--- src/rtl/core/drs_pkg.sv ---
`timescale 1ns / 1ps
package drs_pkg;
  localparam logic CMD_VICTIM = 1'b0;
  localparam logic CMD_UPDATE = 1'b1;
  localparam logic [1:0] RRPV_MAX = 2'd3;
  localparam logic [2:0] REPEAT_MAX = 3'd7;
  localparam logic [0:0] REG_STREAM = 1'b0;
  localparam logic [0:0] REG_REUSE = 1'b1;

  typedef struct packed {
    logic [3:0] victim_way;
    logic [1:0] insert_rrpv;
    logic       streaming;
  } result_t;
endpackage

--- src/rtl/core/drs_back.sv ---
`timescale 1ns / 1ps
module drs_back #(
  parameter int NUM_SETS = 2048,
  parameter int NUM_WAYS = 16,
  parameter int SIG_BITS = 6,
  parameter int PSEL_WIDTH = 10,
  parameter int ADDR_BITS = 48,
  parameter int QW = 1
) (
  input  logic                 clk,
  input  logic                 rst,
  input  logic                 q_valid,
  output logic                 q_ready,
  input  logic [QW-1:0]        q_data,
  input  logic [2:0]           stream_threshold,
  input  logic [1:0]           reuse_threshold,
  output logic                 out_valid,
  input  logic                 out_ready,
  output drs_pkg::result_t     res
);
  import drs_pkg::*;
  localparam int SW = $clog2(NUM_SETS);
  localparam int WW = $clog2(NUM_WAYS);
  localparam int SIGN = 1 << SIG_BITS;
  localparam int ROWW = NUM_WAYS * 2;
  localparam int SIGW = NUM_WAYS * SIG_BITS;
  localparam int STW = ADDR_BITS + 1 + ADDR_BITS + 3;
  localparam int CW = (SW > SIG_BITS) ? SW : SIG_BITS;
  localparam int CLR_LAST = ((NUM_SETS > SIGN) ? NUM_SETS : SIGN) - 1;

  typedef enum logic [2:0] {S_CLEAR, S_IDLE, S_READ, S_EXEC, S_DECAY} state_t;
  state_t state;
  logic [CW-1:0] clr_idx;

  logic [ROWW-1:0] rrpv_mem [NUM_SETS];
  logic [SIGW-1:0] sig_mem [NUM_SETS];
  logic [STW-1:0]  str_mem [NUM_SETS];
  logic [1:0] reuse_counter [SIGN];
  logic [ROWW-1:0] rrpv_rd;
  logic [SIGW-1:0] sig_rd;
  logic [STW-1:0]  str_rd;
  logic [1:0] rc_sig, rc_old;
  logic [SIG_BITS-1:0] old_sig_q;
  logic [PSEL_WIDTH-1:0] psel;

  logic                 i_cmd;
  logic [SW-1:0]        i_set;
  logic [3:0]           i_way;
  logic [15:0]          i_mask;
  logic [ADDR_BITS-1:0] i_addr;
  logic [SIG_BITS-1:0]  i_sig;
  logic                 i_hit;
  logic [4:0]           i_draw;
  logic                 i_ls, i_lb;
  logic [QW-1:0]        item;

  assign {i_cmd, i_set, i_way, i_mask, i_addr, i_sig, i_hit, i_draw, i_ls, i_lb} = item;

  assign q_ready = (state == S_IDLE) && (!out_valid || out_ready);

  logic [ADDR_BITS-1:0] l_addr, l_low, n_low;
  logic l_brw, n_brw;
  logic [2:0] l_cnt, n_cnt;
  logic [WW-1:0] w_m;
  logic [1:0] top, add;
  logic [ROWW-1:0] aged;
  logic free_found, max_found;
  logic [WW-1:0] free_w, max_w;
  logic [SIG_BITS-1:0] old_sig;
  logic [1:0] ins;
  logic stream_miss;
  logic [ROWW-1:0] rrpv_wr;
  logic [SIGW-1:0] sig_wr;
  result_t res_next;

  always_comb begin
    {l_low, l_brw, l_addr, l_cnt} = str_rd;
    n_low = i_addr - l_addr;
    n_brw = i_addr < l_addr;
    if ((l_low != '0 || l_brw) && n_low == l_low && n_brw == l_brw)
      n_cnt = (l_cnt < REPEAT_MAX) ? l_cnt + 3'd1 : l_cnt;
    else
      n_cnt = 3'd0;
    w_m = WW'(i_way % NUM_WAYS);
    free_found = 1'b0;
    free_w = '0;
    top = 2'd0;
    for (int w = 0; w < NUM_WAYS; w++) begin
      if (w < 16 && !free_found && !i_mask[w % 16]) begin
        free_found = 1'b1;
        free_w = WW'(w);
      end
      if (rrpv_rd[2*w +: 2] > top) top = rrpv_rd[2*w +: 2];
    end
    add = RRPV_MAX - top;
    max_found = 1'b0;
    max_w = '0;
    for (int w = 0; w < NUM_WAYS; w++) begin
      aged[2*w +: 2] = rrpv_rd[2*w +: 2] + add;
      if (!max_found && aged[2*w +: 2] == RRPV_MAX) begin
        max_found = 1'b1;
        max_w = WW'(w);
      end
    end
    old_sig = sig_rd[SIG_BITS*w_m +: SIG_BITS];
    stream_miss = n_cnt >= stream_threshold;
    if (i_ls || (!i_lb && psel[PSEL_WIDTH-1])) ins = 2'd2;
    else ins = (i_draw == 5'd0) ? 2'd2 : 2'd3;
    if (rc_sig >= reuse_threshold) ins = 2'd2;
    if (stream_miss) ins = RRPV_MAX;
    rrpv_wr = rrpv_rd;
    sig_wr = sig_rd;
    res_next = '0;
    if (i_cmd == CMD_VICTIM) begin
      if (!free_found) rrpv_wr = aged;
      res_next.victim_way = 4'(free_found ? free_w : max_w);
    end else if (i_hit) begin
      rrpv_wr[2*w_m +: 2] = 2'd0;
    end else begin
      rrpv_wr[2*w_m +: 2] = ins;
      sig_wr[SIG_BITS*w_m +: SIG_BITS] = i_sig;
      res_next.insert_rrpv = ins;
      res_next.streaming = stream_miss;
    end
  end

  always_ff @(posedge clk) begin
    if (state == S_CLEAR) begin
      if (int'(clr_idx) < NUM_SETS) begin
        rrpv_mem[clr_idx[SW-1:0]] <= '0;
        sig_mem[clr_idx[SW-1:0]] <= '0;
        str_mem[clr_idx[SW-1:0]] <= '0;
      end
      if (int'(clr_idx) < SIGN) reuse_counter[clr_idx[SIG_BITS-1:0]] <= 2'd0;
    end else if (state == S_EXEC) begin
      rrpv_mem[i_set] <= rrpv_wr;
      sig_mem[i_set] <= sig_wr;
      if (i_cmd == CMD_UPDATE) str_mem[i_set] <= {n_low, n_brw, i_addr, n_cnt};
      if (i_cmd == CMD_UPDATE && i_hit && rc_sig < RRPV_MAX)
        reuse_counter[i_sig] <= rc_sig + 2'd1;
    end else if (state == S_DECAY) begin
      if (i_cmd == CMD_UPDATE && !i_hit && rc_old != 2'd0)
        reuse_counter[old_sig_q] <= rc_old - 2'd1;
    end
    if (state == S_READ) begin
      rrpv_rd <= rrpv_mem[i_set];
      sig_rd <= sig_mem[i_set];
      str_rd <= str_mem[i_set];
      rc_sig <= reuse_counter[i_sig];
    end
    if (state == S_EXEC) begin
      rc_old <= reuse_counter[old_sig];
      old_sig_q <= old_sig;
    end
  end

  always_ff @(posedge clk) begin
    if (rst) begin
      state <= S_CLEAR;
      clr_idx <= '0;
      out_valid <= 1'b0;
      psel <= PSEL_WIDTH'(1) << (PSEL_WIDTH - 1);
    end else begin
      if (out_valid && out_ready) out_valid <= 1'b0;
      unique case (state)
        S_CLEAR: begin
          clr_idx <= clr_idx + CW'(1);
          if (clr_idx == CW'(CLR_LAST)) state <= S_IDLE;
        end
        S_IDLE: if (q_valid && q_ready) begin
          item <= q_data;
          state <= S_READ;
        end
        S_READ: state <= S_EXEC;
        S_EXEC: begin
          state <= S_DECAY;
          out_valid <= 1'b1;
          res <= res_next;
          if (i_cmd == CMD_UPDATE && i_hit) begin
            if (i_ls && psel != '1) psel <= psel + PSEL_WIDTH'(1);
            else if (i_lb && psel != '0) psel <= psel - PSEL_WIDTH'(1);
          end
        end
        S_DECAY: state <= S_IDLE;
        default: state <= S_IDLE;
      endcase
    end
  end

  a_no_accept_clear: assert property (@(posedge clk) disable iff (rst)
    state == S_CLEAR |-> !q_ready) else $error("accept during clear");
  a_exec_follows_read: assert property (@(posedge clk) disable iff (rst)
    state == S_READ |=> state == S_EXEC) else $error("read not followed by exec");
  a_result_after_exec: assert property (@(posedge clk) disable iff (rst)
    state == S_EXEC |=> out_valid) else $error("missing result");
endmodule

--- config.mk ---
export PLATFORM = sky130hd
export DESIGN_NAME = drs_back
export DESIGN_NICKNAME = d
export VERILOG_FILES = /design/src/rtl/core/drs_pkg.sv /design/src/rtl/core/drs_back.sv
export SDC_FILE = /design/constraint.sdc
export NUM_CORES = 1
export LEC_CHECK = 0
export ABC_AREA = 0
export BUFFER_PORTS_ARGS = -buffer_cell sky130_fd_sc_hd__buf_2
export CORE_ASPECT_RATIO = 0.9
export CORE_MARGIN = 2
export CORE_UTILIZATION = 45
export DETAILED_ROUTE_END_ITERATION = 7
export GPL_TIMING_DRIVEN = 0
export HOLD_SLACK_MARGIN = 0.06
export PLACE_DENSITY = 0.76
export RECOVER_POWER = 100
export SLEW_MARGIN = 20
export SYNTH_ARGS = -nofsm -noshare
export SYNTH_HDL_FRONTEND = slang
export SYNTH_SLANG_ARGS = --single-unit
--- constraint.sdc ---
create_clock -name clk -period 1.42 [get_ports clk]
set_input_delay 0.284 -clock clk [delete_from_list [all_inputs] [get_ports clk]]
set_output_delay 0.284 -clock clk [all_outputs]
set_load 0.05 [all_outputs]
==> key figures, run 1 <==
GRT
  – Vias in the first global route: approximately 560
  – Largest net degree at the start of global routing: 11
  – Total track usage: 0.163
  – Global route total overflow: 0
  – Initial antenna violation count: 0
  – First-pass GRT wire length: 2.28 mm

Die
  – Total I/O pin count: 19
  – Cell Rows: 13
  – Core box area: 1500 sq um
  – Die area: 1970 sq um
  – Chip Width: 46.6 um
  – Starting density of the core: 0.492
  – Die height: 42.4 um

Timing
  – Setup TNS: -0.0588 ns
  – Fmax: 684 MHz
  – Layout Skew: 0.00370 ns
  – Final min period: 1.46 ns
  – Final Hold Vio Count: 0
  – RSZ-0062 raised after global routing: true
  – Setup violators final: 2
  – PnR worst setup slack: -0.0423 ns
  – Final Cycle Share: 1.03
  – Final slew viol count: 0

Pwr
  – Switch share: 0.280
  – NetSw: approximately 220 uW
  – P per Cell Area: about 850 nW/um^2
  – Power share of the sequential group: 0.561
  – Combinational share of power: 0.112
  – Peak supply drop: roughly 0.72 mV
  – Clock share of power: 0.326
  – Leakage Power: 0.331 nW
  – P_int: 559 uW

Worst setup path
  – CP Data Required Time: 1.65 ns
  – Worst reg2reg path depth: 3
  – Setup crit start kind: register
  – Beginning of the critical path: state[1]$_SDFFE_PP0P_
  – Critical Path AT: approximately 1.7 ns
  – Reg2Reg Launch Point: state[1]$_SDFFE_PP0P_
  – WS Path Type: register to register
  – Max FO, Critical Path: 6
  – Crit end category: register

Placed design
  – Placer congestion estimate: between 0.7 and 0.8
  – Final HPWL DP: approximately 970 um
  – # port buffers: 5

Clock network
  – Clock Latency Late Sink: 0.29 ns
  – Total CTS buffers: 3
  – Clock-pin slew on the worst setup and hold paths: 0.09 ns
  – Hold-fix buffers, CTS: 0
  – Clock Path Buffers: 2
  – Setup Buffers After CTS: 0
  – Root Driver: clkbuf_4
  – Clk sink count: 15
  – CTS tree: built
  – CTS H-Tree Depth: 1

Route
  – Antenna viol nets, final: 0
  – Via count: roughly 600
  – Vias per cell: 5.03
  – Drt pass-1 iters: 4
  – Post-DR wirelength/cell: 12.1 um
  – Post-detailed-routing wire length: 1.46 mm
  – DRT iter0 DRCs: 17
  – DRC violations left: 0

Synthesis
  – Netlist cell types: 27
  – Yosys warns: 0
  – Mean Syn Cell Area: 8.86 sq um
  – Register area share after synthesis: 0.408
  – Netlist Area Pre-Place: 736 sq um
  – Post-synthesis cell count: 83
  – Seq cells post-synth: 15

Outcome
  – Failing checks: negative setup slack
  – Status: finished, violations left

Cells and area
  – Antenna diodes: 0
  – Share of cells above drive strength 1: 0.378
  – Commonest cells after routing, fill and taps aside: nor2_1, dfxtp_1, nand2_1
  – Fill count: 121
  – Final core utilization: 0.608
  – Nets: 110
  – P&R area growth vs syn: 23.6%

Min path
  – Worst hold path class: primary input to register
  – Hold Crit Depth: 2
  – Hold path startpoint: rst

Job
  – Max cap viols: 0
## path summary, 6_finish.rpt
check | to | slack [ns]
max | clr_idx[5]$_SDFFE_PP0N_ | -0.04
max reg2reg | clr_idx[5]$_SDFFE_PP0N_ | -0.04
min | state[1]$_SDFFE_PP0P_ | 0.23
min reg2reg | clr_idx[1]$_SDFFE_PP0N_ | 0.50
## critical path, cell delays in order, from the launching register on
cell	delay, ns
dfxtp_4	0.38
or4b_4	0.57
or3_1	0.33
a21oi_1	0.12
## cell usage after synthesis, drive strengths merged
cell | count | area (sq um)
nor2 | 11 | 41.3
and2b | 1 | 8.76
and3 | 1 | 6.26
nand3 | 1 | 5.00
ha | 1 | 12.5
xnor2 | 5 | 43.8
conb | 1 | 3.75
o2111ai | 1 | 8.76
o21ai | 2 | 10.0
a31oi | 1 | 6.26
o21bai | 1 | 7.51
nor3 | 5 | 30.0
clkbuf | 1 | 13.8
or4b | 1 | 13.8
buf | 7 | 52.6
a21oi | 4 | 20.0
nand2b | 1 | 6.26
or3 | 3 | 23.8
nor4 | 2 | 25.0
nand4 | 4 | 25.0
nand2 | 9 | 33.8
a211oi | 1 | 7.51
inv | 1 | 3.75
dfxtp | 15 | 300
xor2 | 3 | 26.3
## registers in the layout, summed over array words and instances, names as in the netlist
name	cells
state	3
clr_idx	11
out_valid	1
## through the flow
step	instance area (sq um)	instances	hold slack, ns	setup slack (ns)	power [mW]
6_report	910	120	0.229	-0.0423	0.776
3_3_place_gp	818	116	0.486	-0.00685	0.530
3_5_place_dp	818	116	0.512	-0.0232	0.533
4_1_cts	875	120	0.240	-0.0351	0.772
5_1_grt	910	120	0.265	-0.0871	0.802
2_1_floorplan	766	89	0.353	0.0461	0.520
## cell type report
class / count / area (sq um) / share of cell area
tap: 22 / 27.5 / 0.0303
multi-input combinational: 65 / 440 / 0.484
clock inverter: 1 / 5.00 / 0.00550
clock buffer: 3 / 22.5 / 0.0248
sequential: 15 / 313 / 0.344
inverter: 1 / 3.75 / 0.00413
timing repair buffer: 5 / 31.3 / 0.0344
buffer: 8 / 66.3 / 0.0729
## metal layers
layer	up-vias	GRT usage	share of wire
li1	303	-	-
met1	279	0.191	0.40
met2	20	0.275	0.54
met3	2	0.0259	0.044
met4	0	0.0833	0.014
met5	-	0	0
## kinds of logic after synthesis
| kind of cell | synth area share |
|---|---|
| fa+ha+maj | 0.0170 |
| flops | 0.408 |
| xor+xnor | 0.0952 |
| compound gates | 0.0816 |
| buf+inv | 0.0952 |
| other cells | 0.00510 |
| simple gates | 0.298 |
## power by group through the flow
stage / registers [mW] / clock network, mW / logic [mW]
after global placement: 0.446 / 0 / 0.0845
after global routing: 0.437 / 0.270 / 0.0949
after floorplan: 0.445 / 0 / 0.0753
after CTS: 0.435 / 0.251 / 0.0859
after detailed placement: 0.447 / 0 / 0.0859
final: 0.436 / 0.253 / 0.0873
## what timing repair did
action	CTS	global route
pin swaps	3	3
cloned	0	0
resized for setup	12	8
setup endpoints to repair	7	7
(Power assumes the default switching activity.)
==> run 2, diff against run 1 <==
--- a/config.mk
+++ b/config.mk
@@ -13,7 +13,7 @@
 export DETAILED_ROUTE_END_ITERATION = 7
 export GPL_TIMING_DRIVEN = 0
 export HOLD_SLACK_MARGIN = 0.06
-export PLACE_DENSITY = 0.76
+export PLACE_DENSITY = 0.74
 export RECOVER_POWER = 100
 export SLEW_MARGIN = 20
 export SYNTH_ARGS = -nofsm -noshare
==> run 2 against run 1 <==
Effect of this change: the run still ends with negative setup slack left; sequential share of layout area is 0.51 points lower; worst setup slack better by 0.021 ns; sequential power barely moved; critical path depth unchanged; sequential cell count unchanged; global-route usage up 0.49 points; non-clock buffer count grew 2; combinational power is 0.5% lower; largest cell class unchanged.
==> key figures, run 2 (same netlist as run 1, synthesis figures left out) <==
Outcome
  – Status: finished, violations left
  – Failing checks: negative setup slack

Clock network
  – Clock Latency Late Sink: 0.28 ns
  – Total CTS buffers: 3
  – Clk sink count: 15
  – CTS tree: built
  – Clock-pin slew on the worst setup and hold paths: 0.09 ns
  – CTS H-Tree Depth: 1
  – Root Driver: clkbuf_4
  – Hold-fix buffers, CTS: 0
  – Clock Path Buffers: 2

Cells and area
  – Area of the multi-input gates: 440 sq um
  – Fill count: 139
  – P&R area growth vs syn: 25.5%
  – Reg with most FFs: clr_idx
  – Cell Count, Final, Fillers Out: roughly 120
  – FF/Latch Area: 313 sq um
  – Nets: 112
  – Largest registers: clr_idx (11), state (3), out_valid (1)
  – Antenna diodes: 0
  – Share of cells above drive strength 1: 0.380
  – Final core utilization: 0.617
  – Final instance area: approximately 920 sq um
  – Commonest cells after routing, fill and taps aside: nor2_1, buf_4, dfxtp_1
  – Largest register FFs: 11

Timing
  – Final slew viol count: 0
  – Setup violators final: 1
  – PnR worst setup slack: -0.0211 ns
  – RSZ-0062 raised after global routing: true
  – Final min period: ~1.4 ns
  – Layout Skew: 0.00250 ns
  – Final Hold Vio Count: 0
  – Fmax: 694 MHz
  – Final Cycle Share: 1.01

GRT
  – Vias in the first global route: around 550
  – Total track usage: 0.168
  – First-pass GRT wire length: ~2.4 mm
  – Largest net degree at the start of global routing: 11
  – Initial antenna violation count: 0
  – Global route total overflow: 0

Job
  – Max cap viols: 0

Route
  – Antenna viol nets, final: 0
  – Via count: 615
  – Drt pass-1 iters: 4
  – Post-DR wirelength/cell: 12.3 um
  – DRC violations left: 0
  – Post-detailed-routing wire length: 1.50 mm
  – Vias per cell: 5.04
  – DRT iter0 DRCs: 15

Worst setup path
  – Cells along the critical path: or4b_4 -> or3_1 -> a21oi_1
  – CP Data Required Time: between 1.5 and 2 ns
  – CP max stage delay: approximately 0.57 ns
  – Critical Path AT: approximately 1.7 ns
  – Worst path slowest cell: or4b_4
  – Setup crit start kind: register
  – Max FO, Critical Path: 4
  – Crit end category: register
  – WS Path Type: register to register

Die
  – Chip Width: 46.6 um
  – Total I/O pin count: 19
  – Cell Rows: 13
  – Starting density of the core: 0.492
  – Die area: 1970 sq um
  – Die height: 42.4 um
  – Core box area: 1500 sq um

Pwr
  – Combinational share of power: 0.113
  – NetSw: 207 uW
  – Switch share: 0.268
  – Peak supply drop: 0.782 mV
  – Power share of the sequential group: 0.566
  – Leakage Power: 0.339 nW
  – P per Cell Area: 834 nW/um^2
  – P_int: 563 uW
  – Clock share of power: 0.321

Placed design
  – Dpl ws: -0.0330 ns
  – Post-place instance area: 818 sq um
  – Final HPWL DP: 977 um
  – # port buffers: 5
  – Placed Cells: between 100 and 150
  – Placer congestion estimate: roughly 0.73

Min path
  – Worst hold path class: primary input to register
-- run 2: cell count changes in the layout (fill, tap and decap cells not counted) --
cell,delta
buf_4,+2
clkinv_2,-1
clkbuf_1,+1
-- run 2: power by group through the flow --
| stage | clock network, mW | registers (mW) | logic (mW) |
|---|---|---|---|
| 6_report | 0.247 | 0.436 | 0.0869 |
| 5_1_grt | 0.271 | 0.437 | 0.0930 |
| 4_1_cts | 0.252 | 0.436 | 0.0852 |
| 3_5_place_dp | 0 | 0.447 | 0.0849 |
| 3_3_place_gp | 0 | 0.446 | 0.0847 |
| 2_1_floorplan | 0 | 0.445 | 0.0753 |
-- run 2: layer usage --
metal / track usage / part of all wire / vias up
li1: - / - / 307
met1: 0.225 / 0.44 / 288
met2: 0.244 / 0.50 / 15
met3: 0.0388 / 0.039 / 5
met4: 0.0889 / 0.021 / 0
met5: 0 / 0 / -
-- run 2: worst paths after layout --
| check | from | endpoint | slack, ns | depth (start not counted) |
|---|---|---|---|---|
| worst max-delay path | state[0]$_SDFFE_PP0P_ | clr_idx[5]$_SDFFE_PP0N_ | -0.02 | 3 |
| worst min-delay path | rst | state[0]$_SDFFE_PP0P_ | 0.22 | 2 |
| worst max register to register | state[0]$_SDFFE_PP0P_ | clr_idx[5]$_SDFFE_PP0N_ | -0.02 | 3 |
| worst min register to register | clr_idx[1]$_SDFFE_PP0N_ | clr_idx[1]$_SDFFE_PP0N_ | 0.50 | 2 |
-- run 2: per-stage QoR --
stage | hold WS, ns | power (mW) | setup TNS [ns]
2_1_floorplan | 0.353 | 0.520 | 0
3_3_place_gp | 0.485 | 0.531 | -0.00643
3_5_place_dp | 0.502 | 0.532 | -0.0493
4_1_cts | 0.215 | 0.773 | -0.0509
5_1_grt | 0.227 | 0.801 | -0.236
6_report | 0.225 | 0.770 | -0.0211
-- run 2: cell type report --
cell class	count	share of cell area
clock buffer	4	0.0285
tap	22	0.0298
timing repair buffer	7	0.0501
sequential	15	0.339
multi-input combinational	65	0.477
buffer	8	0.0718
inverter	1	0.00407
-- run 2: timing repair --
item                                    4_1_cts  5_1_grt
pin swaps                                     3        4
setup buffers                                 1        1
endpoints found under the setup margin        7       10
resized for setup                            10       10
-- run 2: critical path, delay by kind of cell, from the launching register on --
kind               cells  cell delay [ns]
AOI/OAI and AO/OA      1             0.12
DFF                    1             0.36
and+or+nand+nor        2             0.90
